**src/sv/frml_pkg.sv**
```systemverilog
// Shared types and constants for the frame rate meter and limiter.
package frml_pkg;

	localparam int unsigned TICK_W     = 32;
	localparam int unsigned IVL_W      = 16;
	localparam int unsigned RATE_W     = 18;
	localparam int unsigned WAIT_W     = 10;
	localparam int unsigned FPS_W      = 10;
	localparam int unsigned PERIOD_W   = 10;
	localparam int unsigned ADDR_W     = 2;
	localparam int unsigned APB_DATA_W = 32;
	localparam int unsigned IN_DATA_W  = 64;
	localparam int unsigned OUT_DATA_W = 48;

	localparam logic [IVL_W-1:0]    INTERVAL_MAX  = 16'hFFFF;
	localparam logic [RATE_W-1:0]   RATE_MAX      = 18'h3FFFF;
	localparam logic [RATE_W-1:0]   RATE_DEFAULT  = 18'd15360;
	localparam logic [FPS_W-1:0]    MAX_FPS_RESET = 10'd60;
	localparam logic [PERIOD_W-1:0] MS_PER_SEC    = 10'd1000;
	// 1000 ms per second times 256 for Q10.8
	localparam int unsigned         RATE_NUM_STEP = 256000;

	localparam logic [ADDR_W-1:0] REG_MAX_FPS = 2'd0;

	typedef struct packed {
		logic capture;
		logic sum_update;
		logic div_load_period;
		logic div_load_rate;
		logic div_step;
		logic out_load;
	} cmd_t;

	typedef struct packed {
		logic div_done;
		logic out_free;
	} sts_t;

endpackage

```
**src/sv/frml_ctrl.sv**
```systemverilog
// Controller state machine that sequences capture, window update, divisions and output.
module frml_ctrl (
	input  logic             clk,
	input  logic             arst_n,
	input  logic             s_axis_tvalid,
	output logic             s_axis_tready,
	output frml_pkg::cmd_t   cmd,
	input  frml_pkg::sts_t   sts
);

	typedef enum logic [6:0] {
		S_IDLE  = 7'b0000001,
		S_SUM   = 7'b0000010,
		S_PLOAD = 7'b0000100,
		S_PDIV  = 7'b0001000,
		S_RLOAD = 7'b0010000,
		S_RDIV  = 7'b0100000,
		S_DONE  = 7'b1000000
	} state_t;

	state_t state_q, state_d;

	always_ff @(posedge clk or negedge arst_n) begin
		if (!arst_n) begin
			state_q <= S_IDLE;
		end else begin
			state_q <= state_d;
		end
	end

	always_comb begin
		state_d = state_q;
		cmd     = '0;
		unique case (state_q)
			S_IDLE: begin
				if (s_axis_tvalid) begin
					cmd.capture = 1'b1;
					state_d     = S_SUM;
				end
			end
			S_SUM: begin
				cmd.sum_update = 1'b1;
				state_d        = S_PLOAD;
			end
			S_PLOAD: begin
				cmd.div_load_period = 1'b1;
				state_d             = S_PDIV;
			end
			S_PDIV: begin
				cmd.div_step = 1'b1;
				if (sts.div_done) begin
					state_d = S_RLOAD;
				end
			end
			S_RLOAD: begin
				// save the period and reuse the divider for the rate
				cmd.div_load_rate = 1'b1;
				state_d           = S_RDIV;
			end
			S_RDIV: begin
				cmd.div_step = 1'b1;
				if (sts.div_done) begin
					state_d = S_DONE;
				end
			end
			S_DONE: begin
				if (sts.out_free) begin
					cmd.out_load = 1'b1;
					state_d      = S_IDLE;
				end
			end
			default: begin
				state_d = S_IDLE;
			end
		endcase
	end

	assign s_axis_tready = (state_q == S_IDLE);

endmodule

```
**src/sv/frml_dp.sv**
```systemverilog
// Datapath: interval window, running sum, shared bit-serial divider and output register.
module frml_dp #(
	parameter int unsigned WINDOW = 10
) (
	input  logic                                 clk,
	input  logic                                 arst_n,
	input  frml_pkg::cmd_t                       cmd,
	output frml_pkg::sts_t                       sts,
	input  logic [frml_pkg::FPS_W-1:0]           max_fps,
	input  logic [frml_pkg::TICK_W-1:0]          start_ticks,
	input  logic [frml_pkg::TICK_W-1:0]          now_ticks,
	output logic                                 m_axis_tvalid,
	input  logic                                 m_axis_tready,
	output logic [frml_pkg::OUT_DATA_W-1:0]      m_axis_tdata
);

	localparam int unsigned SLOT_W = (WINDOW > 1) ? $clog2(WINDOW) : 1;
	localparam int unsigned CNT_W  = $clog2(WINDOW + 1);
	localparam int unsigned SUM_W  = frml_pkg::IVL_W + CNT_W;
	localparam int unsigned NUM_W  = $clog2(WINDOW * frml_pkg::RATE_NUM_STEP + 1);
	localparam int unsigned DCNT_W = $clog2(NUM_W + 1);
	localparam int unsigned PAD_W  = frml_pkg::OUT_DATA_W - frml_pkg::RATE_W
		- frml_pkg::WAIT_W - frml_pkg::IVL_W;
	localparam int unsigned PERIOD_W_L = frml_pkg::PERIOD_W;

	// frame timing state
	logic [frml_pkg::TICK_W-1:0] last_end_q;
	logic                        seen_q;
	logic [frml_pkg::TICK_W-1:0] elapsed_q;
	logic [frml_pkg::IVL_W-1:0]  interval_q;
	logic [frml_pkg::IVL_W-1:0]  old_q;
	logic [frml_pkg::TICK_W-1:0] delta;
	logic [frml_pkg::IVL_W-1:0]  interval_new;

	// window store
	logic [frml_pkg::IVL_W-1:0]  win_mem [WINDOW];
	logic [WINDOW-1:0]           win_vld_q;
	logic [SLOT_W-1:0]           slot_q;
	logic [CNT_W-1:0]            filled_q;
	logic [SUM_W-1:0]            sum_q;

	// divider
	logic [SUM_W-1:0]            div_rem_q;
	logic [NUM_W-1:0]            div_quo_q;
	logic [SUM_W-1:0]            div_den_q;
	logic [DCNT_W-1:0]           div_cnt_q;
	logic [SUM_W:0]              div_shift;
	logic [SUM_W:0]              div_diff;
	logic                        div_ge;
	logic [frml_pkg::FPS_W-1:0]  fps_eff;
	logic [PERIOD_W_L-1:0]       period_q;

	// output register
	logic                         out_vld_q;
	logic [frml_pkg::RATE_W-1:0]  out_rate_q;
	logic [frml_pkg::WAIT_W-1:0]  out_wait_q;
	logic [frml_pkg::IVL_W-1:0]   out_ivl_q;
	logic [frml_pkg::RATE_W-1:0]  rate_fin;
	logic [frml_pkg::WAIT_W-1:0]  wait_fin;

	assign delta = now_ticks - last_end_q;

	always_comb begin
		if (!seen_q) begin
			interval_new = '0;
		end else if (delta > frml_pkg::TICK_W'(frml_pkg::INTERVAL_MAX)) begin
			interval_new = frml_pkg::INTERVAL_MAX;
		end else begin
			interval_new = delta[frml_pkg::IVL_W-1:0];
		end
	end

	always_ff @(posedge clk or negedge arst_n) begin
		if (!arst_n) begin
			last_end_q <= '0;
			seen_q     <= 1'b0;
			win_vld_q  <= '0;
			slot_q     <= '0;
			filled_q   <= '0;
			sum_q      <= '0;
		end else begin
			if (cmd.capture) begin
				last_end_q        <= now_ticks;
				seen_q            <= 1'b1;
				win_vld_q[slot_q] <= 1'b1;
				slot_q            <= (slot_q == SLOT_W'(WINDOW - 1)) ? '0 : slot_q + 1'b1;
				if (filled_q != CNT_W'(WINDOW)) begin
					filled_q <= filled_q + 1'b1;
				end
			end
			if (cmd.sum_update) begin
				sum_q <= sum_q - SUM_W'(old_q) + SUM_W'(interval_q);
			end
		end
	end

	// read old entry and write new one at the same slot
	always_ff @(posedge clk) begin
		if (cmd.capture) begin
			win_mem[slot_q] <= interval_new;
			old_q           <= win_vld_q[slot_q] ? win_mem[slot_q] : '0;
			interval_q      <= interval_new;
			elapsed_q       <= now_ticks - start_ticks;
		end
	end

	assign fps_eff   = (max_fps == '0) ? frml_pkg::FPS_W'(1) : max_fps;
	assign div_shift = {div_rem_q, div_quo_q[NUM_W-1]};
	assign div_ge    = (div_shift >= {1'b0, div_den_q});
	assign div_diff  = div_shift - {1'b0, div_den_q};

	always_ff @(posedge clk or negedge arst_n) begin
		if (!arst_n) begin
			div_cnt_q <= '0;
		end else if (cmd.div_load_period) begin
			div_cnt_q <= DCNT_W'(frml_pkg::PERIOD_W);
		end else if (cmd.div_load_rate) begin
			div_cnt_q <= DCNT_W'(NUM_W);
		end else if (cmd.div_step && div_cnt_q != '0) begin
			div_cnt_q <= div_cnt_q - 1'b1;
		end
	end

	always_ff @(posedge clk) begin
		if (cmd.div_load_period) begin
			div_rem_q <= '0;
			// left-align the dividend so only its ten bits are stepped through
			div_quo_q <= NUM_W'(frml_pkg::MS_PER_SEC) << (NUM_W - frml_pkg::PERIOD_W);
			div_den_q <= SUM_W'(fps_eff);
		end else if (cmd.div_load_rate) begin
			period_q  <= div_quo_q[PERIOD_W_L-1:0];
			div_rem_q <= '0;
			div_quo_q <= NUM_W'(filled_q) * NUM_W'(frml_pkg::RATE_NUM_STEP);
			div_den_q <= sum_q;
		end else if (cmd.div_step && div_cnt_q != '0) begin
			div_rem_q <= div_ge ? div_diff[SUM_W-1:0] : div_shift[SUM_W-1:0];
			div_quo_q <= {div_quo_q[NUM_W-2:0], div_ge};
		end
	end

	always_comb begin
		if (sum_q == '0) begin
			rate_fin = frml_pkg::RATE_DEFAULT;
		end else if (div_quo_q > NUM_W'(frml_pkg::RATE_MAX)) begin
			rate_fin = frml_pkg::RATE_MAX;
		end else begin
			rate_fin = div_quo_q[frml_pkg::RATE_W-1:0];
		end
		if (elapsed_q < frml_pkg::TICK_W'(period_q)) begin
			wait_fin = period_q - elapsed_q[frml_pkg::WAIT_W-1:0];
		end else begin
			wait_fin = '0;
		end
	end

	always_ff @(posedge clk or negedge arst_n) begin
		if (!arst_n) begin
			out_vld_q <= 1'b0;
		end else if (cmd.out_load) begin
			out_vld_q <= 1'b1;
		end else if (m_axis_tready) begin
			out_vld_q <= 1'b0;
		end
	end

	always_ff @(posedge clk) begin
		if (cmd.out_load) begin
			out_rate_q <= rate_fin;
			out_wait_q <= wait_fin;
			out_ivl_q  <= interval_q;
		end
	end

	assign sts.div_done  = (div_cnt_q == '0);
	assign sts.out_free  = !out_vld_q || m_axis_tready;
	assign m_axis_tvalid = out_vld_q;
	assign m_axis_tdata  = {{PAD_W{1'b0}}, out_ivl_q, out_wait_q, out_rate_q};

`ifndef ASSERT_OFF
	a_slot_tracks_fill: assert property (@(posedge clk) disable iff (!arst_n)
		(filled_q < CNT_W'(WINDOW)) |-> (CNT_W'(slot_q) == filled_q))
		else $error("write slot out of step with fill count");

	a_first_interval_zero: assert property (@(posedge clk) disable iff (!arst_n)
		(cmd.capture && !seen_q) |=> (interval_q == '0))
		else $error("first frame interval not zero");

	a_out_after_divide: assert property (@(posedge clk) disable iff (!arst_n)
		cmd.out_load |-> (div_cnt_q == '0))
		else $error("result loaded while divider busy");
`endif

endmodule

```
**src/sv/frame_rate_meter_limiter_core.sv**
```systemverilog
// Sequence: a frame event is captured, the window sum is updated, then the shared bit-serial
// divider runs the ten-step period division and the NUM_W-step rate division, where
// NUM_W = clog2(256000*WINDOW + 1); the result is then loaded into the output register.
// A new frame event is accepted only once the previous result is in the output register.
// Reset (arst_n low, asynchronous): window cleared through per-entry valid bits,
// sum, count and tick history zeroed, max_fps set to 60; no clearing pass.
module frame_rate_meter_limiter_core #(
	parameter int unsigned WINDOW = 10
) (
	input  logic                                  clk,
	input  logic                                  arst_n,
	// APB configuration port
	input  logic                                  psel,
	input  logic                                  penable,
	input  logic                                  pwrite,
	input  logic [frml_pkg::ADDR_W-1:0]           paddr,
	input  logic [frml_pkg::APB_DATA_W-1:0]       pwdata,
	output logic [frml_pkg::APB_DATA_W-1:0]       prdata,
	output logic                                  pready,
	// frame-end events
	input  logic                                  s_axis_tvalid,
	output logic                                  s_axis_tready,
	input  logic [frml_pkg::IN_DATA_W-1:0]        s_axis_tdata,  // start_ticks, now_ticks
	// results
	output logic                                  m_axis_tvalid,
	input  logic                                  m_axis_tready,
	output logic [frml_pkg::OUT_DATA_W-1:0]       m_axis_tdata   // rate_q8, wait_ms, interval_ms
);

	logic [frml_pkg::FPS_W-1:0] max_fps_q;
	frml_pkg::cmd_t             cmd;
	frml_pkg::sts_t             sts;

	assign pready = 1'b1;

	always_ff @(posedge clk or negedge arst_n) begin
		if (!arst_n) begin
			max_fps_q <= frml_pkg::MAX_FPS_RESET;
		end else if (psel && penable && pwrite && pready && paddr == frml_pkg::REG_MAX_FPS) begin
			max_fps_q <= pwdata[frml_pkg::FPS_W-1:0];
		end
	end

	always_comb begin
		unique case (paddr)
			frml_pkg::REG_MAX_FPS: prdata = frml_pkg::APB_DATA_W'(max_fps_q);
			default:               prdata = '0;
		endcase
	end

	frml_ctrl u_ctrl (
		.clk           (clk),
		.arst_n        (arst_n),
		.s_axis_tvalid (s_axis_tvalid),
		.s_axis_tready (s_axis_tready),
		.cmd           (cmd),
		.sts           (sts)
	);

	frml_dp #(
		.WINDOW (WINDOW)
	) u_dp (
		.clk           (clk),
		.arst_n        (arst_n),
		.cmd           (cmd),
		.sts           (sts),
		.max_fps       (max_fps_q),
		.start_ticks   (s_axis_tdata[frml_pkg::TICK_W-1:0]),
		.now_ticks     (s_axis_tdata[2*frml_pkg::TICK_W-1:frml_pkg::TICK_W]),
		.m_axis_tvalid (m_axis_tvalid),
		.m_axis_tready (m_axis_tready),
		.m_axis_tdata  (m_axis_tdata)
	);

endmodule

```
**config.mk**
```make
export PLATFORM = sky130hd
export DESIGN_NAME = frame_rate_meter_limiter_core
export DESIGN_NICKNAME = d
export VERILOG_FILES = /design/src/sv/frml_pkg.sv /design/src/sv/frml_ctrl.sv /design/src/sv/frml_dp.sv /design/src/sv/frame_rate_meter_limiter_core.sv
export SDC_FILE = /design/constraint.sdc
export NUM_CORES = 1
export LEC_CHECK = 0
export BUFFER_PORTS_ARGS = -buffer_cell sky130_fd_sc_hd__buf_2
export CAP_MARGIN = 20
export CORE_MARGIN = 2
export CORE_UTILIZATION = 40
export DETAILED_ROUTE_END_ITERATION = 12
export PLACE_DENSITY = 0.57
export SLEW_MARGIN = 20
export SYNTH_ARGS = -nofsm -noshare
export SYNTH_HDL_FRONTEND = slang
export SYNTH_SLANG_ARGS = --single-unit
```
**constraint.sdc**
```tcl
create_clock -name clk -period 9.85 [get_ports clk]
set_clock_uncertainty 0.15 [all_clocks]
set_input_delay 0.985 -clock clk [delete_from_list [all_inputs] [get_ports clk]]
set_output_delay 0.985 -clock clk [all_outputs]
set_load 0.01 [all_outputs]
```
**After elaboration in Yosys (flattened, before gate mapping)**

Memories as Yosys holds them, arrays and structs flattened. A register that Yosys moved wholly into a read port is not among the register bits.
Index checks and enable logic that the tools add are counted.

- Bitwise logic cells: 2
- Add/subtract/negate cells: 9
- Multiply operators: 1
- Equality and inequality tests: 13
- Muxes and demuxes: 35
- Reduce and logical (&&, ||, !) cells: 23
- Magnitude comparators: 6

Operator list:

| cell | number |
|---|---|
| $sub A32 B32 Y32 | 2 |
| $pmux W7 S7 | 1 |
| $mux W22 | 2 |
| $mux W10 | 4 |
| $gt A32 B16 Y1 const B | 1 |
| $lt A32 B10 Y1 | 1 |
| $mux W16 | 2 |
| $mux W7 | 4 |
| $gt A22 B18 Y1 const B | 1 |
| $ge A21 B20 Y1 | 1 |
| $add A20 B16 Y20 | 1 |
| $logic_not A20 Y1 | 1 |
| $mux W20 | 1 |
| $sub A20 B16 Y20 | 1 |
| $sub A20 B20 Y20 | 1 |
| $mux W18 | 1 |
| $mux W5 | 3 |
| $mux W1 | 14 |
| $mul A4 B7 Y11 const B | 1 |
| $logic_not A10 Y1 | 1 |
| $or A10 B10 Y10 | 1 |
| $sub A10 B10 Y10 | 1 |
| $add A4 B1 Y4 const B | 2 |
| $ne A2 B2 Y1 const B | 4 |
| 27 further kinds | 37 |

- Logic and storage cells: 112
- Memories kept: 1
- Bits in writable memories: 160
- Input port bits: 105
- Register bits after elaboration: 258

Memory list:

| memory | depth | bits a word | rd ports | clocked after memory_dff | wr ports | line | text |
|---|---|---|---|---|---|---|---|
| u_dp.win_mem | 10 | 16 | 1 | 1 | 1 | frml_dp.sv:36 | `logic [frml_pkg::IVL_W-1:0] win_mem [WINDOW];` |

**Depth between registers and ports, before layout**

Gate-level depths: netlist of the first run.

- Word-level depth: 7
- Depth in mapped cells: 15

**Cells and area by module**

From an unflattened synthesis of the first run, not the netlist that was laid out.

- Cells, all modules: 2200
- Area, all modules: 23963.0 um^2

Modules (own cells, without submodules):

| module | sequential area each (um^2) | area an instance (um^2) | instances | cells each |
|---|---|---|---|---|
| frml_dp | 11616.1 | 22897.0 | 1 | 2096 |
| frame_rate_meter_limiter_core | 255.2 | 641.9 | 1 | 58 |
| frml_ctrl | 176.4 | 424.2 | 1 | 46 |

**Least setup slack after synthesis of the first run**

No wires, ideal clock.

- Path type: register -> register
- From: register u_ctrl.state_q[3]
- To: register u_dp.elapsed_q[0] (netlist name) (enable)
- Stages on the path, launching flop included: 9
- Arrival time: 3659 ps
- Period minus slack after synthesis: 4261 ps
- Setup slack: 5589 ps
- Setup time: 451 ps
- Buffers on the path: 2
- Required time: 9249 ps
- Path through: dfrtp_1 > or3_1 > nor3_1 > nand3b_1 > inv_1 > nand2_1 > inv_1 > buf_2 > clkbuf_1

RTL lines:

| what | line | text |
|---|---|---|
| from (decl) | frml_ctrl.sv:21 | `state_t state_q, state_d;` |
| from (signal assigned) | frml_ctrl.sv:27 | `state_q <= state_d;` |
| to (signal assigned) | frml_dp.sv:103 | `elapsed_q <= now_ticks - start_ticks;` |
| to (decl) | frml_dp.sv:29 | `logic [frml_pkg::TICK_W-1:0] elapsed_q;` |

**Worst setup path after layout of the first run**

- From: input s_axis_tdata[32] (netlist name)
- To: memory u_dp.win_mem[8][11] (netlist name) (data pin)

- Longest elaborated chain between the ends: 4

Ends and longest elaborated chain:

| what | line | text |
|---|---|---|
| from (decl) | frame_rate_meter_limiter_core.sv:23 | `input logic [frml_pkg::IN_DATA_W-1:0] s_axis_tdata,` |
| $sub A32 B32 Y32 (*) | frml_dp.sv:61 | `assign delta = now_ticks - last_end_q;` |
| $gt A32 B16 Y1 | frml_dp.sv:66 | `end else if (delta > frml_pkg::TICK_W'(frml_pkg::INTERVAL_MAX)) begin` |
| $mux W16 (*) | frml_dp.sv:66 |  |
| $mux W16 (*) | frml_dp.sv:64 | `if (!seen_q) begin` |
| named net u_dp.interval_new (one bit) | frml_dp.sv:33 | `logic [frml_pkg::IVL_W-1:0] interval_new;` |
| to (decl) | frml_dp.sv:36 |  |

The timed path passes the listed nets; every way through them passes the cells marked *.

==> results of run 1 <==
[state kept, by name, indices dropped and copies added, names as in the netlist, 16 cells and up]
signal	cells
u_dp.sum_q	20
u_dp.interval_q	16
u_dp.out_ivl_q	16
u_dp.div_rem_q	20
u_dp.div_quo_q	22
u_dp.elapsed_q	32
u_dp.last_end_q	32
u_dp.old_q	16
u_dp.win_mem	160
u_dp.div_den_q	20
u_dp.out_rate_q	18
[power groups by stage]
stage / sequential, mW / clock [mW] / combinational [mW]
after floorplan: 2.47 / 0 / 2.96
after global placement: 2.60 / 0 / 3.55
after detailed placement: 2.61 / 0 / 3.61
after CTS: 2.57 / 1.89 / 3.64
after global routing: 2.61 / 1.96 / 4.11
final: 2.57 / 1.85 / 3.61
[through the flow]
stage	setup slack (ps)	hold WS, ps	power (mW)
floorplan	5590	276	5.43
global placement	4500	291	6.15
detailed placement	4420	300	6.22
CTS	5010	257	8.09
global route	4760	282	8.69
finish	5040	252	8.03
[cell usage in the layout, fill, tap and decap left out, types with 27 or more instances in the layout]
cell,netlist,final
fa_1,27,27
nand3_1,28,28
nor2_1,128,118
ha_1,140,140
xnor2_1,52,52
a21o_1,31,31
a211oi_1,47,47
nand2_1,160,160
edfxtp_1,288,288
buf_2,11,137
dfxtp_1,52,52
o21ai_0,115,115
nor2b_1,39,39
clkbuf_16,0,52
a21oi_1,92,91
dfrtp_1,89,86
inv_1,223,222
nor3_1,40,37
xor2_1,35,35
conb_1,2,27
mux4_2,34,34
[layout make-up]
| cell class | count | area [sq um] |
|---|---|---|
| flip-flops and latches | 434 | 12100 |
| diodes | 1 | 2.50 |
| well taps | 773 | 967 |
| clock buffers | 65 | 1370 |
| clock inverters | 22 | 249 |
| inverters | 226 | 851 |
| repair buffers | 156 | 843 |
| fillers | 5440 | 32000 |
| multi-input cells | 1420 | 10700 |
[worst max path at each step]
stage	start	endpoint	slack, ps	cells after the start
after floorplan	u_ctrl.state_q[3]	u_dp.elapsed_q[0]	5590	8
after global placement	s_axis_tdata[32]	u_dp.win_mem[0][10]	4500	14
after detailed placement	s_axis_tdata[32]	u_dp.win_mem[3][10]	4420	14
after CTS	s_axis_tdata[32]	u_dp.win_mem[3][10]	5010	14
after global routing	s_axis_tdata[32]	u_dp.win_mem[2][13]	4760	14
final	s_axis_tdata[32]	u_dp.win_mem[8][11]	5040	14
[worst reg2reg max path: stages (launching register included)]
cell and delay, ps:
dfrtp_1 350, ha_1 160, inv_1 50, fa_1 410, a211oi_1 280, o21ai_1 200, o31ai_2 410, o21ai_2 200
and4_1 220, o311ai_1 260, o31ai_1 120, and4_1 350, a21boi_1 920
[cells by family after synthesis]
logic type                 after synthesis  synth area share, %
DFF                                    434                 50.5
and+or+nand+nor                        568                 12.0
xor gates and xnor gates                88                 3.26
AOI/OAI and AO/OA                      502                 14.3
other                                    2               0.0315
muxes                                   68                 4.69
adders and majority gates              167                 9.60
buffers and inverters                  321                 5.66
[routing by layer]
layer | GRT usage [%] | wire (um)
met5 | 0 | 13
met4 | 4.94 | 1390
met1 | 23.4 | 24600
met3 | 2.81 | 2170
met2 | 30.4 | 26100
==> results.py, run 1 <==
metrics = {
    "die": {
        "dieHeight_um": 248,
        "die_w_um": 248,
        "core_sq_um": 59000,
        "die_area_sq_um": 61700,
        "row_count": 89,
        "io_pins": 188,
        "initial_core_util_pct": 40.4,
    },
    "worst_setup_path": {
        "r2r_slack_ps": 5370,
        "cp.arrival_ps": 4880,
        "slowest_delay_ps": 920,
        "required_ps": 9920,
        "r2r_start": "u_dp.last_end_q[0]",
        "critical_path_class": "in2reg",
        "worst-path-max-fanout": 16,
        "r2r_cells": 12,
        "end_kind": "flop",
        "cp_cell_sequence": "buf_2 > inv_1 > ha_1 > inv_1 > fa_1 > a211oi_1 > o21ai_1 > o31ai_2 > o21ai_2 > and4_1 > o311ai_1 > o31ai_1 > and4_1 > a21boi_1",
        "cp-start-kind": "input pin",
        "timing.rr.end": "u_dp.win_mem[8][11]",
        "path_buf_inv": 3,
        "critPathTopFamily": "compound AO/OA/AOI/OAI gates",
        "cp_slowest_cell": "a21boi_1",
    },
    "cts": {
        "postCtsSetupBuffers": 0,
        "ctsResizeCount": 0,
        "clk_pin_slew_ps": 60,
        "cts-root-buf": "clkbuf_16",
        "cts_tree": "done",
        "htreeDepth": 2,
        "cts_buffers": 49,
        "clock_path_buffers": 3,
        "clock-sinks": 434,
        "clock_latency_ps": 590,
        "ctsHoldBuffers": 0,
    },
    "power": {
        "p_int_mw": 4.94,
        "p_clk_share_pct": 23.0,
        "switchingPower_mw": 3.09,
        "p_leak_nw": 10.7,
        "seq_power_share_pct": 32.0,
        "powerDensity_nw_per_um2": 297,
        "netSwitchingFraction_pct": 38.5,
        "power_frac_comb_pct": 45.0,
        "ir_drop_uv": 165,
    },
    "routing": {
        "routed_wl_um": 54300,
        "drt-initial-drc-count": 873,
        "ant_nets": 0,
        "vias": 16300,
        "via_per_inst": 5.25,
        "first_pass_iters": 5,
        "route.detailed.drc": 0,
        "wire_per_inst_um": 17.5,
    },
    "yosys": {
        "syn_avg_cell_area_sq_um": 11.1,
        "synthTopCellsByCount": "edfxtp_1 (288), inv_1 (223), nand2_1 (160), ha_1 (140), nor2_1 (128)",
        "ys_warn_count": 0,
        "synth_top_flop_cell": "edfxtp_1",
        "synth_cells": 2150,
        "synth_edf_count": 288,
        "synth.yosys.seq_area_share_pct": 50.5,
        "async_reset_ff_share_pct": 21.7,
        "synth_area_sq_um": 23900,
        "yosysMostFrequentCell": "edfxtp_1",
        "ys_ff_latch": 434,
        "ys_top_cells_by_area": "edfxtp_1 (36%), dfrtp_1 (9.3%), ha_1 (7.3%)",
        "synth_largest_area_cell": "edfxtp_1",
        "synthDominantCellAreaShare_pct": 36.2,
        "synth.distinct_cells": 96,
    },
    "finish": {
        "fin_area_sq_um": 27000,
        "area_growth_pct": 13.1,
        "utilization_pct": 45.8,
        "nets": 2559,
        "final-instance-count-excl-fill": 3097,
        "post_route_cells_drive_above_1_share_pct": 15.3,
    },
    "placed_design": {
        "gp_congestion": 0.861,
        "dpl_cell_area_sq_um": 25300,
        "io_buffers": 138,
        "dp.cells": 3007,
        "dp_hpwl_um": 38100,
    },
    "sta": {
        "final.period_utilization_pct": 48.9,
        "maxSlewViolCount": 0,
        "hold_viol_final": 0,
        "setup-tns-final_ps": 0,
        "finalCriticalPeriod_ps": 4810,
        "setup-violations-final": 0,
        "rsz0062_at_grt": "no",
        "relSlewSlack_pct": 25.3,
        "tightest_slew_ps": 1120,
        "max_freq_mhz": 208,
    },
    "grt": {
        "grt_pass1_wl_um": 86400,
        "first_global_vias": 16000,
        "grt.total_usage_pct": 17.8,
        "grt_max_degree": 94,
        "antenna_found_initial": 1,
        "grt_overflow": 0,
    },
    "outcome": {
        "status": "complete, no violations",
    },
    "flow_run": {
        "maxCapViolCount": 0,
    },
    "min_path": {
        "hp-class": "in2async",
    },
}
Power figures use the tool's default switching activity.
==> run 2, diff against run 1 <==
PLACE_DENSITY = 0.59   (was 0.57)
clock period = 4 ns   (was 9.85 ns; I/O delays follow)
==> run 2 against run 1 <==
- global-route usage grew 0.42 points
- wire length grew 2.9%
- combinational power grew to 2.6 times the previous value
- flip-flop and latch count is the same
- cell count grew 2.8%
==> results.py, run 2 (synthesis results as in run 1) <==
metrics = {
    "outcome": {
        "status": "complete, no violations",
    },
    "die": {
        "core_sq_um": 59000,
        "die_w_um": 248,
        "die_area_sq_um": 61700,
        "row_count": 89,
        "io_pins": 188,
        "initial_core_util_pct": 40.4,
        "dieHeight_um": 248,
    },
    "finish": {
        "fin_area_sq_um": 27600,
        "area_growth_pct": 15.6,
        "reg_top3": "u_dp.win_mem x160, u_dp.elapsed_q x32, u_dp.last_end_q x32",
        "final_cell_mix": "edfxtp_1 (288), inv_1 (222), nand2_1 (160)",
        "largest_reg_flops": 160,
        "multi_input_area_sq_um": 10600,
        "num-fill-cells": 5403,
        "diodes": 0,
        "nets": 2644,
        "final_common_cell": "edfxtp_1",
        "post_route_cells_drive_above_1_share_pct": 16.1,
        "regArea_sq_um": 12100,
        "regMostFlops": "u_dp.win_mem",
        "utilization_pct": 46.8,
    },
    "cts": {
        "htreeDepth": 2,
        "clk_pin_slew_ps": 60,
        "clock_path_buffers": 3,
        "clock_latency_ps": 590,
        "clock-sinks": 434,
        "cts_tree": "done",
        "postCtsSetupBuffers": 0,
        "cts_buffers": 47,
        "cts-root-buf": "clkbuf_16",
    },
    "worst_setup_path": {
        "critPathLaunch": "s_axis_tdata[33]",
        "cp_cell_sequence": "dlygate4sd3_1 > buf_2 > fa_1 > a211oi_1 > o21ai_1 > a221o_1 > a2111o_1 > and3_1 > nand4_1 > nor3_1 > and4_1 > buf_12 > a21boi_1",
        "r2r_slack_ps": 100,
        "slowest_delay_ps": 580,
        "cp_slowest_cell": "dlygate4sd3_1",
        "r2r_cells": 13,
        "r2r_start": "u_dp.last_end_q[0]",
        "critical_path_class": "in2reg",
        "cp-start-kind": "input pin",
        "cp.arrival_ps": 4100,
        "worst-path-max-fanout": 16,
        "endpoint": "u_dp.win_mem[6][15]",
        "path_buf_inv": 3,
        "end_kind": "flop",
        "required_ps": 4130,
        "critical_path_cell_count": 13,
        "critPathTopFamily": "compound AO/OA/AOI/OAI gates",
        "timing.rr.end": "u_dp.win_mem[6][15]",
    },
    "grt": {
        "grt_pass1_wl_um": 88400,
        "antenna_found_initial": 0,
        "grt.total_usage_pct": 18.2,
        "grt_max_degree": 108,
        "first_global_vias": 16500,
        "grt_overflow": 0,
    },
    "sta": {
        "max_freq_mhz": 252,
        "tightest_slew_ps": 903,
        "rsz0062_at_grt": "yes",
        "hold_viol_final": 0,
        "finalCriticalPeriod_ps": 3970,
        "setup-tns-final_ps": 0,
        "whs_ps": 114,
        "maxSlewViolCount": 0,
        "relSlewSlack_pct": 39.8,
        "setup-violations-final": 0,
        "final.period_utilization_pct": 99.3,
    },
    "power": {
        "powerDensity_nw_per_um2": 718,
        "ir_drop_uv": 424,
        "p_leak_nw": 11.0,
    },
    "routing": {
        "vias": 16700,
        "routed_wl_um": 55900,
        "via_per_inst": 5.25,
        "first_pass_iters": 7,
        "wire_per_inst_um": 17.5,
        "ant_nets": 0,
        "drt-initial-drc-count": 983,
        "route.detailed.drc": 0,
    },
    "min_path": {
        "hp-class": "in2reg",
    },
    "placed_design": {
        "io_buffers": 138,
        "dpl_cell_area_sq_um": 25700,
        "dp_hpwl_um": 39400,
        "gp_congestion": 0.875,
    },
    "flow_run": {
        "maxCapViolCount": 0,
    },
}
run 2: worst min-delay path by stage:
stage / startpoint / end / depth (start not counted)
after floorplan: arst_n / max_fps_q[0] / 0
after global placement: u_dp.win_vld_q[0] / u_dp.win_vld_q[0] / 1
after detailed placement: u_dp.win_vld_q[0] / u_dp.win_vld_q[0] / 1
after CTS: s_axis_tdata[32] / u_dp.last_end_q[0] / 4
after global routing: s_axis_tdata[0] / u_dp.elapsed_q[0] / 3
final: s_axis_tdata[32] / u_dp.last_end_q[0] / 4
run 2: power by group:
part / internal [mW] / total, mW / switching [mW] / leakage, nW
registers: 5.67 / 6.33 / 0.653 / 3.93
clock network: 2.38 / 4.18 / 1.80 / 0.720
logic: 3.99 / 9.33 / 5.35 / 6.36
run 2: metal layers:
metal  share of wire [%]  track usage, %
met1                  44            23.6
met2                  49            32.1
met3                 4.4            2.20
met4                 2.2            5.08
met5                   0               0
run 2: cell type report:
type,instances,share of cell area [%]
clock inverter,19,0.517
tap,773,3.50
multi-input combinational,1420,38.5
sequential,434,43.7
clock buffer,68,4.81
timing repair buffer,243,5.95
inverter,226,3.08
run 2: repair_timing:
item                                   4_1_cts  5_1_grt
endpoints found under the hold margin      100        0
setup endpoints to repair                    0      178
resized for setup                            0        8
hold buffers                                44        0
run 2: worst min-delay path, delay by kind of cell:
| family | cells | cell delay, ps |
|---|---|---|
| AOI/OAI and AO/OA | 1 | 80 |
| buffers and inverters | 3 | 310 |
run 2: per-stage QoR:
step | power (mW) | worst slack [ps] | cells
floorplan | 13.4 | 373 | 2175
finish | 19.8 | 27.8 | 3183
global placement | 15.5 | -42.8 | 3052
CTS | 20.0 | 46.0 | 3183
detailed placement | 15.7 | -134 | 3052
global route | 21.4 | -130 | 3183
